### src/rtl/scc_pkg.sv
// shared types, constants and calendar functions of the scaled calendar clock
`default_nettype none

package scc_pkg;

  // field widths
  localparam int DELTA_W = 10;
  localparam int MULT_W  = 17;
  localparam int PROD_W  = DELTA_W + MULT_W;
  localparam int QUO_W   = 18;
  localparam int YEAR_W  = 14;
  localparam int MONTH_W = 4;
  localparam int DAY_W   = 5;
  localparam int WDAY_W  = 3;
  localparam int HOUR_W  = 5;
  localparam int MIN_W   = 6;
  localparam int SEC_W   = 6;
  localparam int MS_W    = 10;

  // stream widths
  localparam int IN_DATA_W  = 64;
  localparam int IN_USER_W  = 2;
  localparam int OUT_DATA_W = 48;

  // fixed values
  localparam logic [YEAR_W-1:0] YEAR_LIMIT    = 14'd9999;
  localparam logic [MULT_W-1:0] MULT_RESET    = 17'd1;
  localparam logic [WDAY_W-1:0] RESET_WEEKDAY = 3'd6;

  typedef enum logic [1:0] {
    ACT_TICK     = 2'd0,
    ACT_SET_DATE = 2'd1,
    ACT_SET_TIME = 2'd2
  } action_e;

  typedef struct packed {
    logic [YEAR_W-1:0]  year;
    logic [MONTH_W-1:0] month;
    logic [DAY_W-1:0]   day;
    logic [WDAY_W-1:0]  weekday;
  } date_t;

  typedef struct packed {
    logic [HOUR_W-1:0] hour;
    logic [MIN_W-1:0]  minute;
    logic [SEC_W-1:0]  second;
    logic [MS_W-1:0]   milli;
  } tod_t;

  // one item as it moves down the preparation pipeline
  typedef struct packed {
    action_e             action;
    logic [DELTA_W-1:0]  delta_ms;
    date_t               date;      // set-date fields, clamped on the way
    tod_t                tod;       // set-time fields, clamped on the way
    logic [PROD_W-1:0]   num;       // dividend of the current split step
    logic [QUO_W-1:0]    quo;       // quotient estimate of the current split step
    logic                span_day;  // whole day carried by the scaled delta
    tod_t                span;      // scaled delta as time of day
    logic [14:0]         w_yy;      // shifted year for the weekday formula
    logic [8:0]          w_cen;     // centuries of w_yy
    logic [15:0]         w_sum;     // weekday sum before mod 7
    logic [13:0]         w_quo;     // w_sum / 7 estimate
  } work_t;

  // leap year test: divisible by 4 and, if a century, by 400
  function automatic logic is_leap(logic [YEAR_W-1:0] y);
    logic [YEAR_W-3:0] t;
    logic [YEAR_W-3:0] p;
    logic              div25;
    t     = y[YEAR_W-1:2];
    // multiply by the inverse of 25 modulo 2^12: a multiple of 25 lands low
    p     = t * 12'd3113;
    div25 = (p <= 12'd163);
    return (y[1:0] == 2'b00) && (!div25 || (y[3:0] == 4'b0000));
  endfunction

  function automatic logic [DAY_W-1:0] days_in(logic [YEAR_W-1:0] y, logic [MONTH_W-1:0] m);
    logic [DAY_W-1:0] d;
    case (m) inside
      4'd2:                   d = is_leap(y) ? 5'd29 : 5'd28;
      4'd4, 4'd6, 4'd9, 4'd11: d = 5'd30;
      default:                d = 5'd31;
    endcase
    return d;
  endfunction

  function automatic logic [2:0] month_offset(logic [MONTH_W-1:0] m);
    logic [2:0] o;
    case (m)
      4'd2:    o = 3'd3;
      4'd3:    o = 3'd2;
      4'd4:    o = 3'd5;
      4'd6:    o = 3'd3;
      4'd7:    o = 3'd5;
      4'd8:    o = 3'd1;
      4'd9:    o = 3'd4;
      4'd10:   o = 3'd6;
      4'd11:   o = 3'd2;
      4'd12:   o = 3'd4;
      default: o = 3'd0;
    endcase
    return o;
  endfunction

  // one calendar day forward, year held at its limit
  function automatic date_t next_day(date_t d);
    date_t n;
    n = d;
    n.weekday = (d.weekday >= 3'd7) ? 3'd1 : d.weekday + 3'd1;
    if (d.day >= days_in(d.year, d.month)) begin
      n.day = 5'd1;
      if (d.month >= 4'd12) begin
        n.month = 4'd1;
        if (d.year < YEAR_LIMIT) begin
          n.year = d.year + 14'd1;
        end
      end else begin
        n.month = d.month + 4'd1;
      end
    end else begin
      n.day = d.day + 5'd1;
    end
    return n;
  endfunction

endpackage

`default_nettype wire

### src/rtl/scc_prep.sv
// preparation pipeline: splits the scaled delta and clamps set fields, weekday of set date
`default_nettype none

module scc_prep (
  input  wire logic                       clk_i,
  input  wire logic                       rst_ni,
  input  wire logic [scc_pkg::MULT_W-1:0] mult_i,
  input  wire logic                       in_valid_i,
  output logic                            in_ready_o,
  input  wire scc_pkg::work_t             in_work_i,
  output logic                            out_valid_o,
  input  wire logic                       out_ready_i,
  output scc_pkg::work_t                  out_work_o
);
  import scc_pkg::*;

  localparam int NumStages = 8;

  // reciprocals, each floor(2^k / divisor) for a k-bit dividend
  localparam logic [17:0] RecipMs  = 18'd134217;  // 2^24 / 125
  localparam logic [12:0] RecipSec = 13'd4369;    // 2^18 / 60
  localparam logic [6:0]  RecipMin = 7'd68;       // 2^12 / 60
  localparam logic [8:0]  RecipCen = 9'd327;      // 2^15 / 100
  localparam logic [13:0] RecipWd  = 14'd9362;    // 2^16 / 7

  logic [NumStages-1:0] v_q;
  logic [NumStages-1:0] v_d;
  logic [NumStages:0]   rdy;
  work_t                st_q [NumStages];
  work_t                st_d [NumStages];

  // work done between stage register k and k+1
  function automatic work_t stage_fn(int k, work_t s, logic [MULT_W-1:0] mult);
    work_t        n;
    logic [41:0]  p1;
    logic [27:0]  r1;
    logic [30:0]  p2;
    logic [17:0]  r2;
    logic [18:0]  p3;
    logic [11:0]  r3;
    logic [5:0]   hrs;
    logic [23:0]  pc;
    logic [14:0]  rc;
    logic [29:0]  pw;
    logic [15:0]  rw;
    logic [4:0]   dmax;
    n = s;
    case (k)
      0: begin
        // scaled delta in ms, clamps of year, month and time fields
        n.num = PROD_W'(s.delta_ms) * PROD_W'(mult);
        if (s.date.year > YEAR_LIMIT) n.date.year = YEAR_LIMIT;
        if (s.date.month == 4'd0) n.date.month = 4'd1;
        else if (s.date.month > 4'd12) n.date.month = 4'd12;
        if (s.tod.hour > 5'd23) n.tod.hour = 5'd23;
        if (s.tod.minute > 6'd59) n.tod.minute = 6'd59;
        if (s.tod.second > 6'd59) n.tod.second = 6'd59;
        if (s.tod.milli > 10'd999) n.tod.milli = 10'd999;
      end
      1: begin
        // ms / 1000 as (ms / 8) / 125, estimate low by at most one
        p1    = 42'(s.num[PROD_W-1:3]) * 42'(RecipMs);
        n.quo = p1[41:24];
        dmax  = days_in(s.date.year, s.date.month);
        if (s.date.day == 5'd0) n.date.day = 5'd1;
        else if (s.date.day > dmax) n.date.day = dmax;
        n.w_yy = 15'(s.date.year) + 15'd400 - ((s.date.month <= 4'd2) ? 15'd1 : 15'd0);
      end
      2: begin
        r1 = {1'b0, s.num} - 28'(s.quo) * 28'd1000;
        if (r1 >= 28'd1000) begin
          n.span.milli = 10'(r1 - 28'd1000);
          n.num        = PROD_W'(s.quo) + PROD_W'(1);
        end else begin
          n.span.milli = 10'(r1);
          n.num        = PROD_W'(s.quo);
        end
        pc      = 24'(s.w_yy) * 24'(RecipCen);
        n.w_cen = pc[23:15];
      end
      3: begin
        // seconds / 60
        p2    = 31'(s.num[17:0]) * 31'(RecipSec);
        n.quo = QUO_W'(p2[30:18]);
        rc    = s.w_yy - 15'(s.w_cen) * 15'd100;
        if (rc >= 15'd100) n.w_cen = s.w_cen + 9'd1;
      end
      4: begin
        r2 = s.num[17:0] - 18'(s.quo) * 18'd60;
        if (r2 >= 18'd60) begin
          n.span.second = 6'(r2 - 18'd60);
          n.num         = PROD_W'(s.quo) + PROD_W'(1);
        end else begin
          n.span.second = 6'(r2);
          n.num         = PROD_W'(s.quo);
        end
        n.w_sum = 16'(s.w_yy) + 16'(s.w_yy[14:2]) - 16'(s.w_cen) + 16'(s.w_cen[8:2])
                + 16'(month_offset(s.date.month)) + 16'(s.date.day);
      end
      5: begin
        // minutes / 60
        p3      = 19'(s.num[11:0]) * 19'(RecipMin);
        n.quo   = QUO_W'(p3[18:12]);
        pw      = 30'(s.w_sum) * 30'(RecipWd);
        n.w_quo = pw[29:16];
      end
      6: begin
        r3 = s.num[11:0] - 12'(s.quo) * 12'd60;
        if (r3 >= 12'd60) begin
          n.span.minute = 6'(r3 - 12'd60);
          hrs           = 6'(s.quo) + 6'd1;
        end else begin
          n.span.minute = 6'(r3);
          hrs           = 6'(s.quo);
        end
        n.span_day  = (hrs >= 6'd24);
        n.span.hour = n.span_day ? 5'(hrs - 6'd24) : 5'(hrs);
        rw = s.w_sum - 16'(s.w_quo) * 16'd7;
        if (rw >= 16'd7) rw = rw - 16'd7;
        n.date.weekday = (rw == 16'd0) ? 3'd7 : 3'(rw);
      end
      default: n = s;
    endcase
    return n;
  endfunction

  // a stage loads when it is empty or its successor moves on
  always_comb begin
    rdy[NumStages] = out_ready_i;
    for (int k = NumStages - 1; k >= 0; k--) begin
      rdy[k] = !v_q[k] || rdy[k+1];
    end
  end

  // next stage contents
  always_comb begin
    v_d[0]  = in_valid_i;
    st_d[0] = in_work_i;
    for (int k = 1; k < NumStages; k++) begin
      v_d[k]  = v_q[k-1];
      st_d[k] = stage_fn(k - 1, st_q[k-1], mult_i);
    end
  end

  // stage valid bits
  always_ff @(posedge clk_i or negedge rst_ni) begin
    if (!rst_ni) begin
      v_q <= '0;
    end else begin
      for (int k = 0; k < NumStages; k++) begin
        if (rdy[k]) v_q[k] <= v_d[k];
      end
    end
  end

  // stage payload
  always_ff @(posedge clk_i) begin
    for (int k = 0; k < NumStages; k++) begin
      if (rdy[k]) st_q[k] <= st_d[k];
    end
  end

  assign in_ready_o  = rdy[0];
  assign out_valid_o = v_q[NumStages-1];
  assign out_work_o  = st_q[NumStages-1];

endmodule

`default_nettype wire

### src/rtl/scc_calendar.sv
// calendar state: adds the split delta with carries, loads set values, holds the result
`default_nettype none

module scc_calendar (
  input  wire logic           clk_i,
  input  wire logic           rst_ni,
  input  wire logic           in_valid_i,
  output logic                in_ready_o,
  input  wire scc_pkg::work_t in_work_i,
  output logic                out_valid_o,
  input  wire logic           out_ready_i,
  output scc_pkg::date_t      out_date_o,
  output scc_pkg::tod_t       out_tod_o
);
  import scc_pkg::*;

  date_t       date_q;
  date_t       date_d;
  tod_t        tod_q;
  tod_t        tod_d;
  logic        out_valid_q;
  logic        take;

  logic [10:0] ms_sum;
  logic [6:0]  sec_sum;
  logic [6:0]  min_sum;
  logic [5:0]  hour_sum;
  logic        c_ms;
  logic        c_sec;
  logic        c_min;
  logic        c_hour;
  logic [1:0]  day_cnt;
  tod_t        tod_tick;
  date_t       day1;
  date_t       day2;
  date_t       date_tick;

  assign in_ready_o = !out_valid_q || out_ready_i;
  assign take       = in_valid_i && in_ready_o;

  // mixed-radix add of the delta to the time of day
  always_comb begin
    ms_sum  = 11'(tod_q.milli) + 11'(in_work_i.span.milli);
    c_ms    = (ms_sum >= 11'd1000);
    tod_tick.milli = c_ms ? 10'(ms_sum - 11'd1000) : ms_sum[9:0];
    sec_sum = 7'(tod_q.second) + 7'(in_work_i.span.second) + 7'(c_ms);
    c_sec   = (sec_sum >= 7'd60);
    tod_tick.second = c_sec ? 6'(sec_sum - 7'd60) : sec_sum[5:0];
    min_sum = 7'(tod_q.minute) + 7'(in_work_i.span.minute) + 7'(c_sec);
    c_min   = (min_sum >= 7'd60);
    tod_tick.minute = c_min ? 6'(min_sum - 7'd60) : min_sum[5:0];
    hour_sum = 6'(tod_q.hour) + 6'(in_work_i.span.hour) + 6'(c_min);
    c_hour   = (hour_sum >= 6'd24);
    tod_tick.hour = c_hour ? 5'(hour_sum - 6'd24) : hour_sum[4:0];
    day_cnt = 2'(in_work_i.span_day) + 2'(c_hour);
  end

  // at most two days carried by one tick
  always_comb begin
    day1 = next_day(date_q);
    day2 = next_day(day1);
    case (day_cnt)
      2'd0:    date_tick = date_q;
      2'd1:    date_tick = day1;
      default: date_tick = day2;
    endcase
  end

  // next state by action
  always_comb begin
    date_d = date_q;
    tod_d  = tod_q;
    unique case (in_work_i.action)
      ACT_TICK: begin
        date_d = date_tick;
        tod_d  = tod_tick;
      end
      ACT_SET_DATE: date_d = in_work_i.date;
      ACT_SET_TIME: tod_d  = in_work_i.tod;
      default: begin
        date_d = date_q;
        tod_d  = tod_q;
      end
    endcase
  end

  // state doubles as the result register
  always_ff @(posedge clk_i or negedge rst_ni) begin
    if (!rst_ni) begin
      date_q      <= '{year: '0, month: 4'd1, day: 5'd1, weekday: RESET_WEEKDAY};
      tod_q       <= '0;
      out_valid_q <= 1'b0;
    end else begin
      if (take) begin
        date_q      <= date_d;
        tod_q       <= tod_d;
        out_valid_q <= 1'b1;
      end else if (out_ready_i) begin
        out_valid_q <= 1'b0;
      end
    end
  end

  assign out_valid_o = out_valid_q;
  assign out_date_o  = date_q;
  assign out_tod_o   = tod_q;

endmodule

`default_nettype wire

### src/rtl/scaled_calendar_clock.sv
// top level of the scaled calendar clock
//
// Gregorian date and time of day advanced by scaled ticks.
// Input stream (s_axis): one transaction per item, tuser carries the action
// (tick, set date, set time), tdata the tick delta and the set values.
// Output stream (m_axis): one transaction per input item with the date and
// time after that item took effect, in input order.
// Configuration channel (cfg_*): writes time_mult, the game milliseconds per
// real millisecond; cfg_ready_o is always high. Write it only while idle.
// Path: an input transaction passes through the eight-stage preparation
// pipeline (delta multiply, three reciprocal divides by 1000, 60 and 60,
// date clamps and weekday) into the calendar register, which drives m_axis.
// Throughput: one item per cycle while m_axis_tready takes results; the
// calendar update, including up to two day carries, is combinational.
// Reset: Jan 1 of year 0 (a Saturday), 00:00:00.000, time_mult 1, pipeline
// empty. A stalled receiver holds the result; the pipeline keeps accepting
// until its eight stages are full, then s_axis_tready drops.
`default_nettype none

module scaled_calendar_clock (
  input  wire logic                          clk_i,
  input  wire logic                          rst_ni,
  // configuration write
  input  wire logic                          cfg_valid_i,
  output logic                               cfg_ready_o,
  input  wire logic [scc_pkg::MULT_W-1:0]    cfg_data_i,     // time_mult
  // input items
  input  wire logic                          s_axis_tvalid,
  output logic                               s_axis_tready,
  // delta_ms, set_year, set_month, set_day, set_hour, set_minute, set_second,
  // set_millisecond, zero pad
  input  wire logic [scc_pkg::IN_DATA_W-1:0] s_axis_tdata,
  input  wire logic [scc_pkg::IN_USER_W-1:0] s_axis_tuser,   // action
  // results
  output logic                               m_axis_tvalid,
  input  wire logic                          m_axis_tready,
  // year, month, day, weekday, hour, minute, second, zero pad
  output logic [scc_pkg::OUT_DATA_W-1:0]     m_axis_tdata
);
  import scc_pkg::*;

  logic [MULT_W-1:0] time_mult_q;
  work_t             in_work;
  work_t             prep_work;
  logic              prep_valid;
  logic              prep_ready;
  date_t             out_date;
  tod_t              out_tod;

  // multiplier register
  assign cfg_ready_o = 1'b1;

  always_ff @(posedge clk_i or negedge rst_ni) begin
    if (!rst_ni) begin
      time_mult_q <= MULT_RESET;
    end else if (cfg_valid_i) begin
      time_mult_q <= cfg_data_i;
    end
  end

  // unpack the input transaction
  always_comb begin
    in_work              = '0;
    in_work.action       = action_e'(s_axis_tuser);
    in_work.delta_ms     = s_axis_tdata[9:0];
    in_work.date.year    = s_axis_tdata[23:10];
    in_work.date.month   = s_axis_tdata[27:24];
    in_work.date.day     = s_axis_tdata[32:28];
    in_work.tod.hour     = s_axis_tdata[37:33];
    in_work.tod.minute   = s_axis_tdata[43:38];
    in_work.tod.second   = s_axis_tdata[49:44];
    in_work.tod.milli    = s_axis_tdata[59:50];
  end

  scc_prep u_prep (
    .clk_i       (clk_i),
    .rst_ni      (rst_ni),
    .mult_i      (time_mult_q),
    .in_valid_i  (s_axis_tvalid),
    .in_ready_o  (s_axis_tready),
    .in_work_i   (in_work),
    .out_valid_o (prep_valid),
    .out_ready_i (prep_ready),
    .out_work_o  (prep_work)
  );

  scc_calendar u_calendar (
    .clk_i       (clk_i),
    .rst_ni      (rst_ni),
    .in_valid_i  (prep_valid),
    .in_ready_o  (prep_ready),
    .in_work_i   (prep_work),
    .out_valid_o (m_axis_tvalid),
    .out_ready_i (m_axis_tready),
    .out_date_o  (out_date),
    .out_tod_o   (out_tod)
  );

  // pack the result
  assign m_axis_tdata = {5'b0, out_tod.second, out_tod.minute, out_tod.hour,
                         out_date.weekday, out_date.day, out_date.month, out_date.year};

endmodule

`default_nettype wire

### config.mk
export PLATFORM = sky130hd
export DESIGN_NAME = scaled_calendar_clock
export DESIGN_NICKNAME = d
export VERILOG_FILES = /design/src/rtl/scc_pkg.sv /design/src/rtl/scc_prep.sv /design/src/rtl/scc_calendar.sv /design/src/rtl/scaled_calendar_clock.sv
export SDC_FILE = /design/constraint.sdc
export NUM_CORES = 2
export LEC_CHECK = 0
export BUFFER_PORTS_ARGS = -buffer_cell sky130_fd_sc_hd__buf_2
export CAP_MARGIN = 10
export CELL_PAD_IN_SITES_DETAIL_PLACEMENT = 1
export CELL_PAD_IN_SITES_GLOBAL_PLACEMENT = 1
export CORE_ASPECT_RATIO = 0.75
export CORE_MARGIN = 8
export CORE_UTILIZATION = 50
export DETAILED_ROUTE_END_ITERATION = 16
export GPL_TIMING_DRIVEN = 0
export HOLD_SLACK_MARGIN = 0.15
export PLACE_DENSITY_LB_ADDON = 0.1
export SLEW_MARGIN = 25
export SYNTH_ARGS = -nofsm -noshare
export SYNTH_HDL_FRONTEND = slang
export SYNTH_SLANG_ARGS = --single-unit
### constraint.sdc
create_clock -name clk_i -period 15.7 [get_ports clk_i]
set_input_delay 2.355 -clock clk_i [delete_from_list [all_inputs] [get_ports clk_i]]
set_output_delay 2.355 -clock clk_i [all_outputs]
set_load 0.01 [all_outputs]
Word level (Yosys, flattened, before mapping)
Memories as Yosys holds them, arrays and structs flattened.
Cells that the tools add are included.

storage, ports and cells
  register bits = 79
  latch bits = 0
  RAM bits = 1536
  ROM bits = 48
  input bits = 88
  output and inout bits = 51
  word-level logic and storage cells = 236
  memories kept = 2

memory list
  name             depth  width  read ports  clocked after memory_dff  wr ports  line            text
  u_prep.st_q      8      192    8           0                         8         scc_prep.sv:29  work_t st_q [NumStages];
  (no name shown)  16     3      1           0                         0         scc_pkg.sv:90   case (m)

operators by class
  add/sub/neg operators = 41
  multipliers = 14
  div/mod/pow operators = 0
  magnitude comparators = 29
  eq/ne operators = 19
  shift-type cells = 0
  muxes and demuxes = 66
  bitwise operators = 0
  reductions and logical operators = 47

operator list
  kind                      number
  $pmux W26 S2              2
  $mux W14                  5
  $mux W27                  2
  $pmux W27 S2              1
  $mux W5                   10
  $mul A24 B18 Y42 const B  1
  $mux W6                   7
  $add A18 B1 Y19 const B   2
  $le A12 B8 Y1 const B     3
  $mul A12 B11 Y12 const B  3
  $mux W18                  2
  $mul A18 B13 Y31 const B  1
  $mux W10                  3
  $sub A15 B15 Y15          2
  $mul A16 B13 Y29 const B  1
  $add A14 B1 Y14 const B   2
  $ge A28 B10 Y1 const B    1
  $lt A14 B14 Y1 const B    2
  $sub A27 B28 Y28          1
  $mul A10 B17 Y27          1
  $mul A18 B7 Y25 const B   1
  $mux W1                   25
  $eq A4 B3 Y1 const B      6
  $eq A4 B4 Y1 const B      6
  66 further kinds          126

Depth between registers and ports, before layout
  depth after elaboration = 20
  mapped depth = 53
  mapped depth without buffers = 52

Modules after synthesis
From an unflattened synthesis, not the netlist that was laid out.

unflattened totals
  cell total of the unflattened synthesis = 5634
  area, all modules = 69501.7 um2

by module, submodules not included
  module                 instances  cells an instance  area each (um2)  seq. area each (um2)
  scc_prep               1          4736               61670.4          29178.0
  scc_calendar           1          854                7091.8           1356.3
  scaled_calendar_clock  1          44                 739.5            426.7

Worst setup path before layout
Ideal clock, no wire load.

  path kind = input-to-output
  start = in m_axis_tready
  end = out s_axis_tready
  arrival time = 11.282 ns
  required time = 13.345 ns
  slack = 2.063 ns
  cell stages on the path = 6
  path buffers = 0
  cells stage by stage = nor2b_1 nand3_1 nor2_1 nand3_1 nor2_1 nand3_1

on the way
  word-level cells in the longest chain between the ends = 9

ends and longest elaborated chain
  element                           line                         text
  start, declared                   scaled_calendar_clock.sv:36  input wire logic m_axis_tready,
  $logic_or A1 B1 Y1                scc_calendar.sv:38           assign in_ready_o = !out_valid_q || out_ready_i;
  $logic_or A1 B1 Y1 (2 in series)  scc_prep.sv:131              rdy[k] = !v_q[k] || rdy[k+1];
  named net u_prep.rdy[6]           scc_prep.sv:28               logic [NumStages:0] rdy;
  $logic_or A1 B1 Y1 (3 in series)  scc_prep.sv:131
  named net u_prep.rdy[3]           scc_prep.sv:28
  $logic_or A1 B1 Y1 (3 in series)  scc_prep.sv:131
  end, declared                     scaled_calendar_clock.sv:29  output logic s_axis_tready,

The timed path passes the listed nets, and every way through them passes these cells.

==> summary.md <==
| Metric | Value |
|---|---|
| Status | finished clean |
| Main synth FF type | edfxtp_1 |
| Period utilization | 0.785 |
| Die height | 319 µm |
| Die W | 420 µm |
| RSZ-0062 raised after global routing | false |
| Mapped Area | 0.0613 mm² |
| Initial Utilization | 0.503 |
| Worst Hold Launch | u_prep.st_q[1][371] |
| Row cnt | 111 |
| Root Driver | clkbuf_16 |
| Fin worst setup slack | 3.38 ns |
| Synth async-reset ratio | 0.0931 |
| GPL Wtd Cong | 0.823 |
| WP data required | 16.25 ns |
| NumNets Final | 6733 |
| First drt pass iteration count | 5 |
| Clk slew on worst S/H paths | 0.07 ns |
| Syn Inst Count | 5100 |
| Fin crit period | 12.32 ns |
| Arrival time worst endpoint | 12.87 ns |
| Largest net degree at the start of global routing | 67 |
| Area growth syn-to-layout | 9.96% |
| Slowest cell on the critical path | a211oi_1 |
| CTS resizes | 0 |
| Vias in the first global route | 41886 |
| Post-DP HPWL | 111000 µm |
| Gr ovfl total | 0 |
| Setup CP Type | reg2reg |
| FF-to-FF path depth | 50 |
| Worst slew pin tran | 0.968 ns |
| CORE AREA | 0.122 mm² |
| Layout cells sized above 1 | 0.0732 |
| Max-Slew Margin vs Limit | 0.349 |
| Total CTS buffers | 89 |
| Fin area | 0.0674 mm² |
| #FFs+latches synth | 849 |
| Vias per inst | 5.42 |
| Avg WL per Cell | 20.0 µm |
| Synth warn | 0 |
| Vias | 38193 |
| ANT nets after route | 0 |
| Final setup vio count | 0 |
| Min-Delay Path Class | reg2reg |
| Max-slew violation count | 0 |
| Avg Synthesized Cell Area | 12.0 µm² |
| Startpoint types | flop |
| Clk sinks | 849 |
| Die area | 0.134 mm² |
| Skew final | 0.0749 ns |
| Maximum buffer depth of the clock tree | 3 |
| Register area share after synthesis | 0.410 |
| Initial antenna violation count | 1 |
| Overall routing resource usage | 0.211 |
| Cts hold-fix bufs | 0 |
| Cell variety after synth | 102 |
| Worst R2R End | u_calendar.out_date_o[20] |
| Critical Path End Type | flop |
| Clock latency on the worst-skew pair | 0.73 ns |
| Hold path cells | 0 |
| Worst reg2reg startpoint | u_prep.st_q[1][631] |
| Utilization after layout | 0.553 |
| CTS tree | done |
| Starting DRT DRC Count | 1851 |
| PortBufs | 127 |
| Fmax | 81.2 MHz |
| Max-cap violations | 0 |
| EDFF count, synth | 770 |
| Routed wire length | 141000 µm |
| Largest stage delay, worst path | 0.70 ns |
| Hold Crit Endpoint | u_prep.st_q[1][563] |
| H-tree levels | 3 |
| Setup repair bufs after CTS | 0 |
| CP max FO | 10 |
| Pre-CTS setup slack | 3.42 ns |
| Hold Fails Final Rpt | 0 |
| Placed instance area | 0.0644 mm² |
| Residual DRC | 0 |
| Reg-to-reg slack, setup | 3.38 ns |
| First-pass GRT wire length | 228000 µm |
| I/O Pins | 139 |
[cells in the final DEF (no fill, tap or decap), types with 23 or more instances in the layout]
cell | netlist | routed
a211oi_1 | 31 | 30
a21o_1 | 83 | 83
a21oi_1 | 193 | 193
a31oi_1 | 24 | 24
and2_1 | 103 | 103
and3_1 | 29 | 29
buf_2 | 7 | 133
buf_4 | 24 | 25
clkbuf_1 | 81 | 103
clkbuf_16 | 0 | 89
dfrtp_1 | 74 | 74
edfxtp_1 | 770 | 770
fa_1 | 443 | 443
ha_1 | 867 | 867
inv_1 | 748 | 746
mux2_2 | 23 | 23
nand2_1 | 258 | 255
nand2b_1 | 56 | 56
nand3_1 | 67 | 64
nand4_1 | 28 | 28
nor2_1 | 182 | 182
nor2b_1 | 35 | 35
nor3_1 | 60 | 60
o211ai_1 | 27 | 27
o21a_1 | 40 | 40
o21ai_0 | 174 | 174
o21bai_1 | 31 | 31
or3_1 | 25 | 25
xnor2_1 | 210 | 210
xor2_1 | 97 | 97
[metal layers]
metal  track usage  wire length (µm)
met1         0.301             68000
met2         0.346             65800
met3        0.0305              5070
met4        0.0397              2150
met5             0                 0
[how the worst max path moves through the flow]
| stage | startpoint | to | slack [ns] | cells after the start |
|---|---|---|---|---|
| floorplan | m_axis_tready | s_axis_tready | 2.06 | 6 |
| global placement | m_axis_tready | s_axis_tready | -3.98 | 8 |
| detailed placement | u_calendar.out_date_o[20] | u_calendar.out_date_o[20] | 3.42 | 51 |
| CTS | u_calendar.out_date_o[20] | u_calendar.out_date_o[18] | 3.36 | 51 |
| global route | u_calendar.out_tod_o[0] | u_calendar.out_date_o[18] | 2.27 | 52 |
| finish | u_prep.st_q[1][631] | u_calendar.out_date_o[20] | 3.38 | 50 |
[layout make-up]
type	instances	area, µm²
antenna	2	5.00
buffer	115	539
clock buffer	113	2340
clock inverter	52	646
fill	12604	54600
inverter	749	2820
multi-input combinational	3391	32900
sequential	849	25100
tap	1638	2050
timing repair buffer	140	972
[worst max-delay path, delay by kind of cell, from the launching register on]
family          cells  cell delay [ns]
buf+inv             8             1.01
xor+xnor            3             0.54
compound gates     22             5.26
simple gates        9             1.93
flops               1             0.42
fa+ha+maj           8             2.98
[registers in the layout, summed over array words and instances, names as in the netlist]
register	flops
time_mult_q	17
u_calendar.out_valid_o	1
u_calendar.out_tod_o	27
u_calendar.out_date_o	26
u_prep.st_q	770
u_prep.v_q	8
[cells by family after synthesis]
| group | Yosys count | share of synthesized area |
|---|---|---|
| flops | 849 | 0.410 |
| other cells | 2 | 0.000123 |
| compound gates | 774 | 0.0830 |
| simple gates | 949 | 0.0791 |
| mux | 44 | 0.00774 |
| fa+ha+maj | 1311 | 0.322 |
| buf+inv | 864 | 0.0547 |
| xor+xnor | 307 | 0.0439 |
[synth_stat cells (81+ instances only)]
master      n  area (µm²)
a21oi_1   193         966
nor2_1    182         683
inv_1     748        2810
o21ai_0   174         871
clkbuf_1   81         304
xor2_1     97         850
edfxtp_1  770       23100
ha_1      867       10800
xnor2_1   210        1840
and2_1    103         644
nand2_1   258         968
a21o_1     83         623
fa_1      443        8870
[through the flow]
stage,TNS (ns),hold slack (ns),std cells
detailed placement,0,0.405,6882
floorplan,0,0.400,5104
finish,0,0.410,7049
global route,0,0.419,7047
global placement,-507.62,0.401,6869
CTS,0,0.411,7047
Power is left out: the tool's default activity adds up to more than one toggle a clock period on the data nets, which glitch-free logic cannot reach.
